**src/hw/rtl/assert_macros.svh**
```systemverilog
// Assertion helpers shared by the RTL of this project.
`ifndef ASSERT_MACROS_SVH
`define ASSERT_MACROS_SVH

// Implication checked on every clock edge, skipped while in reset.
`define ASSERT_IMPL(label, clk, rst_n, ante, cons, msg) \
  label: assert property (@(posedge clk) disable iff (!rst_n) (ante) |-> (cons)) \
    else $error(msg);

// Next-cycle implication, skipped while in reset.
`define ASSERT_NEXT(label, clk, rst_n, ante, cons, msg) \
  label: assert property (@(posedge clk) disable iff (!rst_n) (ante) |=> (cons)) \
    else $error(msg);

`endif

```
**src/hw/rtl/rmom_pkg.sv**
```systemverilog
// ----------------------------------------------------------------------------
// rmom_pkg
// Shared types and constants of the robust outlier-rejecting mean block.
// ----------------------------------------------------------------------------
package rmom_pkg;

  localparam int unsigned DefMaxSamples = 16;
  localparam int unsigned SampleW       = 16;
  localparam int unsigned CountOutW     = 5;
  localparam int unsigned KZ            = 6745;
  localparam int unsigned KMad          = 35000;

  // Input word: one sample of a pixel.
  typedef struct packed {
    logic [SampleW-1:0] sample;
    logic               last_sample;
  } sample_word_t;

  // Output word: the blend result of one pixel.
  typedef struct packed {
    logic [SampleW-1:0]   blended_value;
    logic [CountOutW-1:0] inlier_count;
    logic                 overflowed;
  } blend_word_t;

  typedef enum logic [2:0] {
    StCollect,
    StSort1,
    StMed,
    StSort2,
    StMad,
    StTest,
    StDiv,
    StOut
  } state_e;

  // Control word from the sequencer to every cell of the chain.
  typedef struct packed {
    logic clear;    // empty the chain
    logic insert;   // insert key into the sorted chain
    logic rotate;   // shift stored samples around the ring
  } cell_ctrl_t;

endpackage

```
**src/hw/rtl/rmom_cell.sv**
```systemverilog
// ----------------------------------------------------------------------------
// rmom_cell
// One cell of the sorting chain: holds a ring sample and a sorted key.
// ----------------------------------------------------------------------------
module rmom_cell import rmom_pkg::*; (
  input  logic               clk_i,
  input  logic               rst_ni,
  input  cell_ctrl_t         ctrl_i,
  input  logic [SampleW-1:0] key_i,
  // Neighbor on the left (towards the head of the chain).
  input  logic [SampleW-1:0] left_sort_i,
  input  logic               left_valid_i,
  input  logic               left_moves_i,
  input  logic [SampleW-1:0] ring_i,
  output logic [SampleW-1:0] sort_o,
  output logic               valid_o,
  output logic               moves_o,
  output logic [SampleW-1:0] ring_o
);
  logic [SampleW-1:0] sort_q, sort_d, ring_q;
  logic               valid_q, valid_d;

  // Cell shifts right when the key goes before it or the cell is empty.
  assign moves_o = !valid_q || (sort_q > key_i);

  always_comb begin
    sort_d  = sort_q;
    valid_d = valid_q;
    if (ctrl_i.clear) begin
      valid_d = 1'b0;
    end else if (ctrl_i.insert && moves_o) begin
      valid_d = 1'b1;
      if (left_moves_i) begin
        sort_d = left_sort_i;
        valid_d = left_valid_i;
        if (!left_valid_i) sort_d = key_i;
      end else begin
        sort_d = key_i;
      end
    end
  end

  always_ff @(posedge clk_i or negedge rst_ni) begin
    if (!rst_ni) begin
      valid_q <= 1'b0;
    end else begin
      valid_q <= valid_d;
    end
  end

  always_ff @(posedge clk_i) begin
    sort_q <= sort_d;
    if (ctrl_i.rotate) ring_q <= ring_i;
  end

  assign sort_o  = sort_q;
  assign valid_o = valid_q;
  assign ring_o  = ring_q;
endmodule

```
**config.mk**
```make
export PLATFORM = sky130hd
export DESIGN_NAME = rmom_cell
export DESIGN_NICKNAME = d
export VERILOG_FILES = /design/src/hw/rtl/assert_macros.svh /design/src/hw/rtl/rmom_pkg.sv /design/src/hw/rtl/rmom_cell.sv
export SDC_FILE = /design/constraint.sdc
export NUM_CORES = 1
export LEC_CHECK = 0
export ABC_CLOCK_PERIOD_IN_PS = 4700
export BUFFER_PORTS_ARGS = -buffer_cell sky130_fd_sc_hd__buf_2
export CORE_MARGIN = 2
export CORE_UTILIZATION = 44
export CTS_CLUSTER_DIAMETER = 30
export DETAILED_ROUTE_END_ITERATION = 6
export GPL_ROUTABILITY_DRIVEN = 0
export PLACE_DENSITY = 0.79
export SLEW_MARGIN = 20
export SYNTH_ARGS = -nofsm -noshare
export SYNTH_HDL_FRONTEND = slang
export SYNTH_SLANG_ARGS = --single-unit
```
**constraint.sdc**
```tcl
create_clock -name clk_i -period 4.7 [get_ports clk_i]
set_clock_uncertainty 0.2 [all_clocks]
set_input_delay 1.41 -clock clk_i [delete_from_list [all_inputs] [get_ports clk_i]]
set_output_delay 1.41 -clock clk_i [all_outputs]
set_load 0.1 [all_outputs]
```
Word-level counts from Yosys, hierarchy flattened
Cells that the tools add are included.
{ "word_totals": {"input_bits": 55, "word_cells": 15, "regBits": 33} }
{ "op_classes": {"reduce_logical": 5, "n_lt_le_gt_ge": 1, "n_mux": 5, "n_bitwise": 1} }
{ "op_table": {"columns": ["operator", "n"], "rows": [
  ["$mux 16", 2],
  ["$gt 16x16->1", 1],
  ["$mux 1", 3],
  ["$reduce_and 2->1", 1],
  ["$reduce_bool 2->1", 1],
  ["$logic_and 1x1->1", 1],
  ["$logic_not 1->1", 1],
  ["$logic_or 1x1->1", 1],
  ["$not 1->1", 1]
]} }

Longest topological paths before layout
Gate-level depths: netlist of the first run.
{ "depth": {"ltp_word": 5, "mapped_depth": 7, "depth_no_buf": 7} }

Worst setup path after synthesis of the first run
Ideal clock, no wire load.
{ "synth_path": {"path_type": "input to output", "startpoint": "input key_i[15]", "endpoint": "output moves_o", "t_arrival_ns": 3.863, "stages": 7, "slack_ns": -0.773, "path_buffers": 0, "t_required_ns": 3.090, "cell_sequence": "inv_1 -> ha_1 -> nand4_2 -> nor4_2 -> a21bo_1 -> and4b_1 -> nor2_1"} }
{ "synth_between": {"elab_chain_cells": 2} }
{ "synth_lines": {"columns": ["item", "line_no", "source"], "rows": [
  ["start: declaration", "rmom_cell.sv:9", "input logic [SampleW-1:0] key_i,"],
  ["$gt 16x16->1", "rmom_cell.sv:24", "assign moves_o = !valid_q || (sort_q > key_i);"],
  ["$logic_or 1x1->1", "rmom_cell.sv:24", null],
  ["end: declaration", "rmom_cell.sv:17", "output logic moves_o,"]
]} }
No other way between the ends.

Worst setup path in the final report of the first run
{ "layout_path": {"startpoint": "input key_i[4]", "endpoint": "output moves_o"} }
Same word-level chain as after synthesis.

==> flow_metrics.py, run 1 <==
metrics = {
    "timing": {
        "rsz0062_at_grt": "false",
        "relSlewSlack_pct": 53.05,
        "fin_crit_sh_pct": 98.36,
        "max_freq_ghz": 0.2163,
        "hold-worst-slack_ns": 0.4910,
        "tightest_slew_ns": 0.7025,
        "report.final.slew_viol_count": 0,
        "layout_setup_ws_ns": 0.07724,
        "finalCriticalPeriod_ns": 4.623,
        "hold_viol": 0,
        "finalSetupViolCount": 0,
        "tns_ns": 0,
    },
    "final_layout": {
        "drive_gt1_share_pct": 61.75,
        "mostFrequentLayoutCells": "buf_2, edfxtp_1, mux2_2, inv_1, ha_1",
        "antennaDiodeCount": 0,
        "finalNetCount": 288,
        "fin_util_pct": 66.18,
        "syn2layout_area_growth_pct": 45.28,
        "final_common_cell": "buf_2",
        "fin_cells": 265,
    },
    "hold_path": {
        "min_path_cells": 3,
        "hp-class": "flop to flop",
    },
    "yosys": {
        "yosys_warnings": 0,
        "synth.net_count": 190,
        "synthXorXnorAreaFrac_pct": 0,
        "ys_seq_area_share_pct": 59.56,
        "syn_avg_cell_area_um2": 13.91,
        "synth_cell_types": 24,
        "yosys.area_share.simple_pct": 8.844,
        "syn_area_um2": 1655,
        "synth.area.mux_share_pct": 10.88,
        "synth_top_family_by_area": "adder cells",
        "synthAdderAreaFrac_pct": 12.09,
        "synth_cells": 119,
        "synth-compound-area-share_pct": 4.535,
        "synth_seq_cells": 33,
    },
    "global_route": {
        "grt_use_met2_pct": 28.57,
        "grt_pass1_vias": 1301,
        "gr-usage-met1_pct": 17.42,
        "grt.overflow.total": 0,
        "antenna_found_initial": 0,
        "busiest_layer": "met2",
        "grtUsageMet3_pct": 7.192,
        "grt_usage_pct": 16.47,
        "grt_pass1_wl_mm": 5.319,
        "grt_max_degree": 17,
    },
    "job": {
        "drv_cap": 0,
    },
    "outcome": {
        "status": "completed",
    },
    "floorplanning": {
        "fp.coreArea_um2": 3633,
        "fp.dieW_um": 65.34,
        "row_count": 22,
        "die-area_um2": 4269,
        "initial_core_util_pct": 45.56,
        "dieHeight_um": 65.34,
        "io_pins": 89,
    },
    "power": {
        "netSwitchingPower_w": 0.0002903,
        "p_seq_share_pct": 44.3,
        "pwr-share-clk_pct": 24.0,
        "intPower_w": 0.0005101,
        "p_comb_share_pct": 31.7,
        "leakagePower_nw": 1.094,
        "cellPowerDensity_nw_per_um2": 332.8,
        "swShare_pct": 36.27,
        "peakVddDrop_mv": 0.3235,
    },
    "clock_network": {
        "clk_latency_ns": 0.27,
        "cts_htree_levels": 2,
        "cts.clk_slew.worst_paths_ns": 0.06,
        "cts.sinks": 33,
        "cts_max_path_buffers": 2,
        "cts_tree": "built",
        "numCtsBuffers": 5,
        "holdBufCountCts": 0,
        "clockRootBuffer": "clkbuf_8",
    },
    "worst_setup_path": {
        "worstPathMaxFanout": 2,
        "worstRegToRegCells": 8,
        "end_kind": "output pin",
        "start_kind": "primary input",
        "worstPathArrival_ns": 3.01,
        "critical_path_class": "primary input to output pin",
        "worstPathRequired_ns": 3.09,
    },
    "detailed_routing": {
        "vias": 1291,
        "antenna_left": 0,
        "routed_wl_mm": 3.513,
        "wl_per_cell_um": 13.26,
        "via_per_inst": 4.872,
        "drt-initial-drc-count": 42,
        "drc_errors": 0,
        "first_pass_iters": 4,
    },
    "placement": {
        "hpwl_mm": 2.774,
        "place_ws_ns": 0.007457,
        "port-buffer-count": 88,
        "dp_cells": 257,
    },
}
## routing by layer
layer | wire [µm] | part of all wire (%) | vias to the layer above
met5 | 0 | 0 | -
met4 | 78 | 2.2 | 0
met3 | 396 | 11 | 6
met2 | 1757 | 50 | 69
met1 | 1280 | 36 | 583
li1 | - | - | 633
## cell usage after synthesis
| cell type | n | area share, % |
|---|---|---|
| edfxtp_1 | 32 | 58 |
| and4_2 | 1 | 0.60 |
| a21bo_1 | 1 | 0.60 |
| nor2b_1 | 1 | 0.38 |
| inv_1 | 17 | 3.9 |
| and4_4 | 1 | 0.68 |
| a2bb2oi_1 | 1 | 0.53 |
| and4b_1 | 1 | 0.60 |
| o21ai_0 | 2 | 0.60 |
| nand2b_1 | 1 | 0.38 |
| nand4_1 | 1 | 0.38 |
| clkbuf_1 | 1 | 0.23 |
| nor2_1 | 3 | 0.68 |
| and2_1 | 2 | 0.76 |
| nand4_2 | 1 | 0.76 |
| a21oi_1 | 7 | 2.1 |
| nor4_2 | 1 | 0.76 |
| nor4_1 | 1 | 0.38 |
| dfrtp_1 | 1 | 1.5 |
| nand2_1 | 7 | 1.6 |
| nor3_1 | 3 | 0.91 |
| o41a_1 | 1 | 0.68 |
| mux2_2 | 16 | 11 |
| ha_1 | 16 | 12 |
## final timing paths
| path | from | to | slack [ns] |
|---|---|---|---|
| worst max-delay path | key_i[4] | moves_o | 0.08 |
| min in group asynchronous | rst_ni | valid_o | 0.70 |
| max in group asynchronous | rst_ni | valid_o | 3.51 |
| worst min-delay path | valid_o | valid_o | 0.49 |
| worst min register to register | valid_o | valid_o | 0.49 |
| worst max register to register | sort_o[6] | sort_o[11] | 1.69 |
## power by group through the flow
stage               logic (W)  clock network (W)  registers [W]
CTS                  0.000246           0.000199       0.000353
global placement     0.000244                  0       0.000358
finish               0.000254           0.000192       0.000354
floorplan           0.0000504                  0       0.000496
detailed placement   0.000246                  0       0.000359
global route         0.000268           0.000207       0.000357
## worst max-delay path: stages
cell	delay [ns]
buf_2	0.09
inv_2	0.04
ha_4	0.25
nand4_1	0.16
nor4_4	0.31
a21bo_1	0.24
and4b_2	0.23
nor2_4	0.10
buf_12	0.18
## registers in the layout, summed over array words and instances (netlist names)
register / count
sort_o: 16
ring_o: 16
valid_o: 1
## metrics by stage
stage               power (W)  cell area (µm²)
floorplan           0.0005460             1669
global placement    0.0006019             2212
detailed placement  0.0006051             2212
CTS                 0.0007987             2292
global route        0.0008316             2405
finish              0.0008004             2405
## cell families after synthesis
group,Yosys count
compound gates,12
buf+inv,18
fa+ha+maj,16
mux,16
flops,33
simple gates,24
## cell type report
| class | count | area, µm² |
|---|---|---|
| Clock buffer | 5 | 68.82 |
| Clock inverter | 2 | 11.26 |
| Fill cell | 301 | 1229 |
| Inverter | 17 | 63.81 |
| Multi-Input combinational cell | 68 | 710.7 |
| Sequential cell | 33 | 985.9 |
| Tap cell | 48 | 60.06 |
| Timing Repair Buffer | 92 | 504.2 |
## timing repair
action / in CTS / in global routing
resized for setup: 0 / 18
setup endpoints to repair: 0 / 1
buffers inserted: 0 / 1
Power figures use the tool's default switching activity.
==> inputs of run 2 (changes only) <==
Settings changed: PLACE_DENSITY 0.79 to 0.82.
==> run 2 against run 1 <==
Net effect: utilization fell by 0.79 points; via count barely moved; clock-buffer cell count did not move; global-route usage rose by 0.63 points; cell count rose by 0.38%; register-to-register slack improved by 0.22 ns; cell area fell by 1.2%; largest power group unchanged; highest routed layer unchanged.
==> flow_metrics.py, run 2 (synthesis gave the netlist of run 1 again) <==
metrics = {
    "detailed_routing": {
        "first_pass_iters": 4,
        "drt-initial-drc-count": 21,
        "vias": 1290,
        "wl_per_cell_um": 12.86,
        "routed_wl_mm": 3.420,
        "via_per_inst": 4.850,
        "antenna_left": 0,
        "drc_errors": 0,
    },
    "clock_network": {
        "cts_htree_levels": 2,
        "cts.clk_slew.worst_paths_ns": 0.07,
        "clk_latency_ns": 0.28,
        "clockRootBuffer": "clkbuf_8",
        "cts_max_path_buffers": 2,
        "numCtsBuffers": 5,
        "cts.sinks": 33,
        "cts_tree": "built",
    },
    "floorplanning": {
        "row_count": 22,
        "initial_core_util_pct": 45.56,
        "io_pins": 89,
        "die-area_um2": 4269,
        "fp.dieW_um": 65.34,
        "dieHeight_um": 65.34,
        "fp.coreArea_um2": 3633,
    },
    "timing": {
        "finalSetupViolCount": 0,
        "tns_ns": 0,
        "hold_viol": 0,
        "finalCriticalPeriod_ns": 4.616,
        "report.final.slew_viol_count": 0,
        "rsz0062_at_grt": "false",
        "fin_crit_sh_pct": 98.22,
        "relSlewSlack_pct": 53.07,
        "tightest_slew_ns": 0.7023,
        "max_freq_ghz": 0.2166,
    },
    "final_layout": {
        "fin_cells": 266,
        "final_common_cell": "buf_2",
        "syn2layout_area_growth_pct": 43.54,
        "multi_input_area_um2": 693.2,
        "fillCellCount": 293,
        "antennaDiodeCount": 0,
        "stdcell_area_um2": 2376,
        "mostFrequentLayoutCells": "buf_2, edfxtp_1, inv_1, mux2_2, ha_1",
        "final-seq-area_um2": 985.9,
        "drive_gt1_share_pct": 57.80,
        "finalNetCount": 289,
    },
    "worst_setup_path": {
        "worstPathMaxFanout": 2,
        "worstPathRequired_ns": 3.09,
        "worstRegToRegCells": 8,
        "r2r-end": "sort_o[7]",
        "critical_path_class": "primary input to output pin",
        "worstPathArrival_ns": 3.01,
        "start_kind": "primary input",
        "reg2reg_from": "sort_o[14]",
        "end_kind": "output pin",
        "reg2reg_slack_ns": 1.91,
    },
    "global_route": {
        "grt_max_degree": 17,
        "grt_pass1_wl_mm": 5.347,
        "grt.overflow.total": 0,
        "antenna_found_initial": 0,
        "grt_usage_pct": 17.10,
        "grt_pass1_vias": 1286,
    },
    "power": {
        "leakagePower_nw": 1.094,
        "cellPowerDensity_nw_per_um2": 337.0,
        "peakVddDrop_mv": 0.2391,
    },
    "placement": {
        "hpwl_mm": 2.708,
        "dpl_cell_area_um2": 2220,
        "port-buffer-count": 88,
        "dp_cells": 258,
    },
    "job": {
        "drv_cap": 0,
    },
    "hold_path": {
        "hp-class": "flop to flop",
        "hold_end": "valid_o",
        "min_from": "valid_o",
        "min_path_cells": 3,
    },
    "outcome": {
        "status": "completed",
    },
}
run 2: report_power, final:
part           switching (W)  internal (W)
Sequential        0.00000731      0.000346
Combinational       0.000189     0.0000634
Clock              0.0000958     0.0000992
run 2: how the worst max path moves through the flow:
stage,start,end
floorplan,key_i[15],moves_o
global placement,key_i[15],moves_o
detailed placement,key_i[15],moves_o
CTS,key_i[7],moves_o
global route,key_i[14],moves_o
finish,key_i[14],moves_o
run 2: final cells by class:
cell class	count	area share, %
clock buffers	5	2.896
clock inverters	2	0.4739
inverters	17	2.686
multi-input cells	68	29.17
flip-flops and latches	33	41.50
well taps	48	2.528
repair buffers	93	20.75
run 2: through the flow:
step                utilization, %  total power, W  hold WS (ns)  worst slack (ns)
global route                 65.39       0.0008339        0.5893          0.009213
global placement             61.09       0.0006016        0.4810           0.03617
CTS                          63.29       0.0008006        0.5078          0.008373
detailed placement           61.09       0.0006044        0.4894          0.002182
finish                       65.39       0.0008008        0.5002           0.08382
floorplan                        -       0.0005460        0.9144          -0.04021
run 2: metal layers:
metal  up-vias  global-route usage (%)  part of all wire [%]  wire, µm
met5         -                       0                     0         0
met4         0                   6.250                  0.73        25
met3         2                   8.219                    11       388
met2        62                   29.97                    51      1732
met1       592                   17.66                    37      1274
li1        634                       -                     -         -
run 2: timing repair:
item                                    4_1_cts  5_1_grt
hold buffers                                  0        0
endpoints found under the setup margin        1        1
pin swaps                                     1        5
setup buffers                                 0        1
resized for setup                             0        7
cloned                                        0        0
run 2: worst max-delay path, stage by stage:
cell     delay, ns
buf_2         0.09
inv_1         0.06
ha_4          0.27
nand4_4       0.11
nor4_4        0.30
a21bo_1       0.25
and4b_2       0.23
nor2_4        0.10
buf_12        0.18
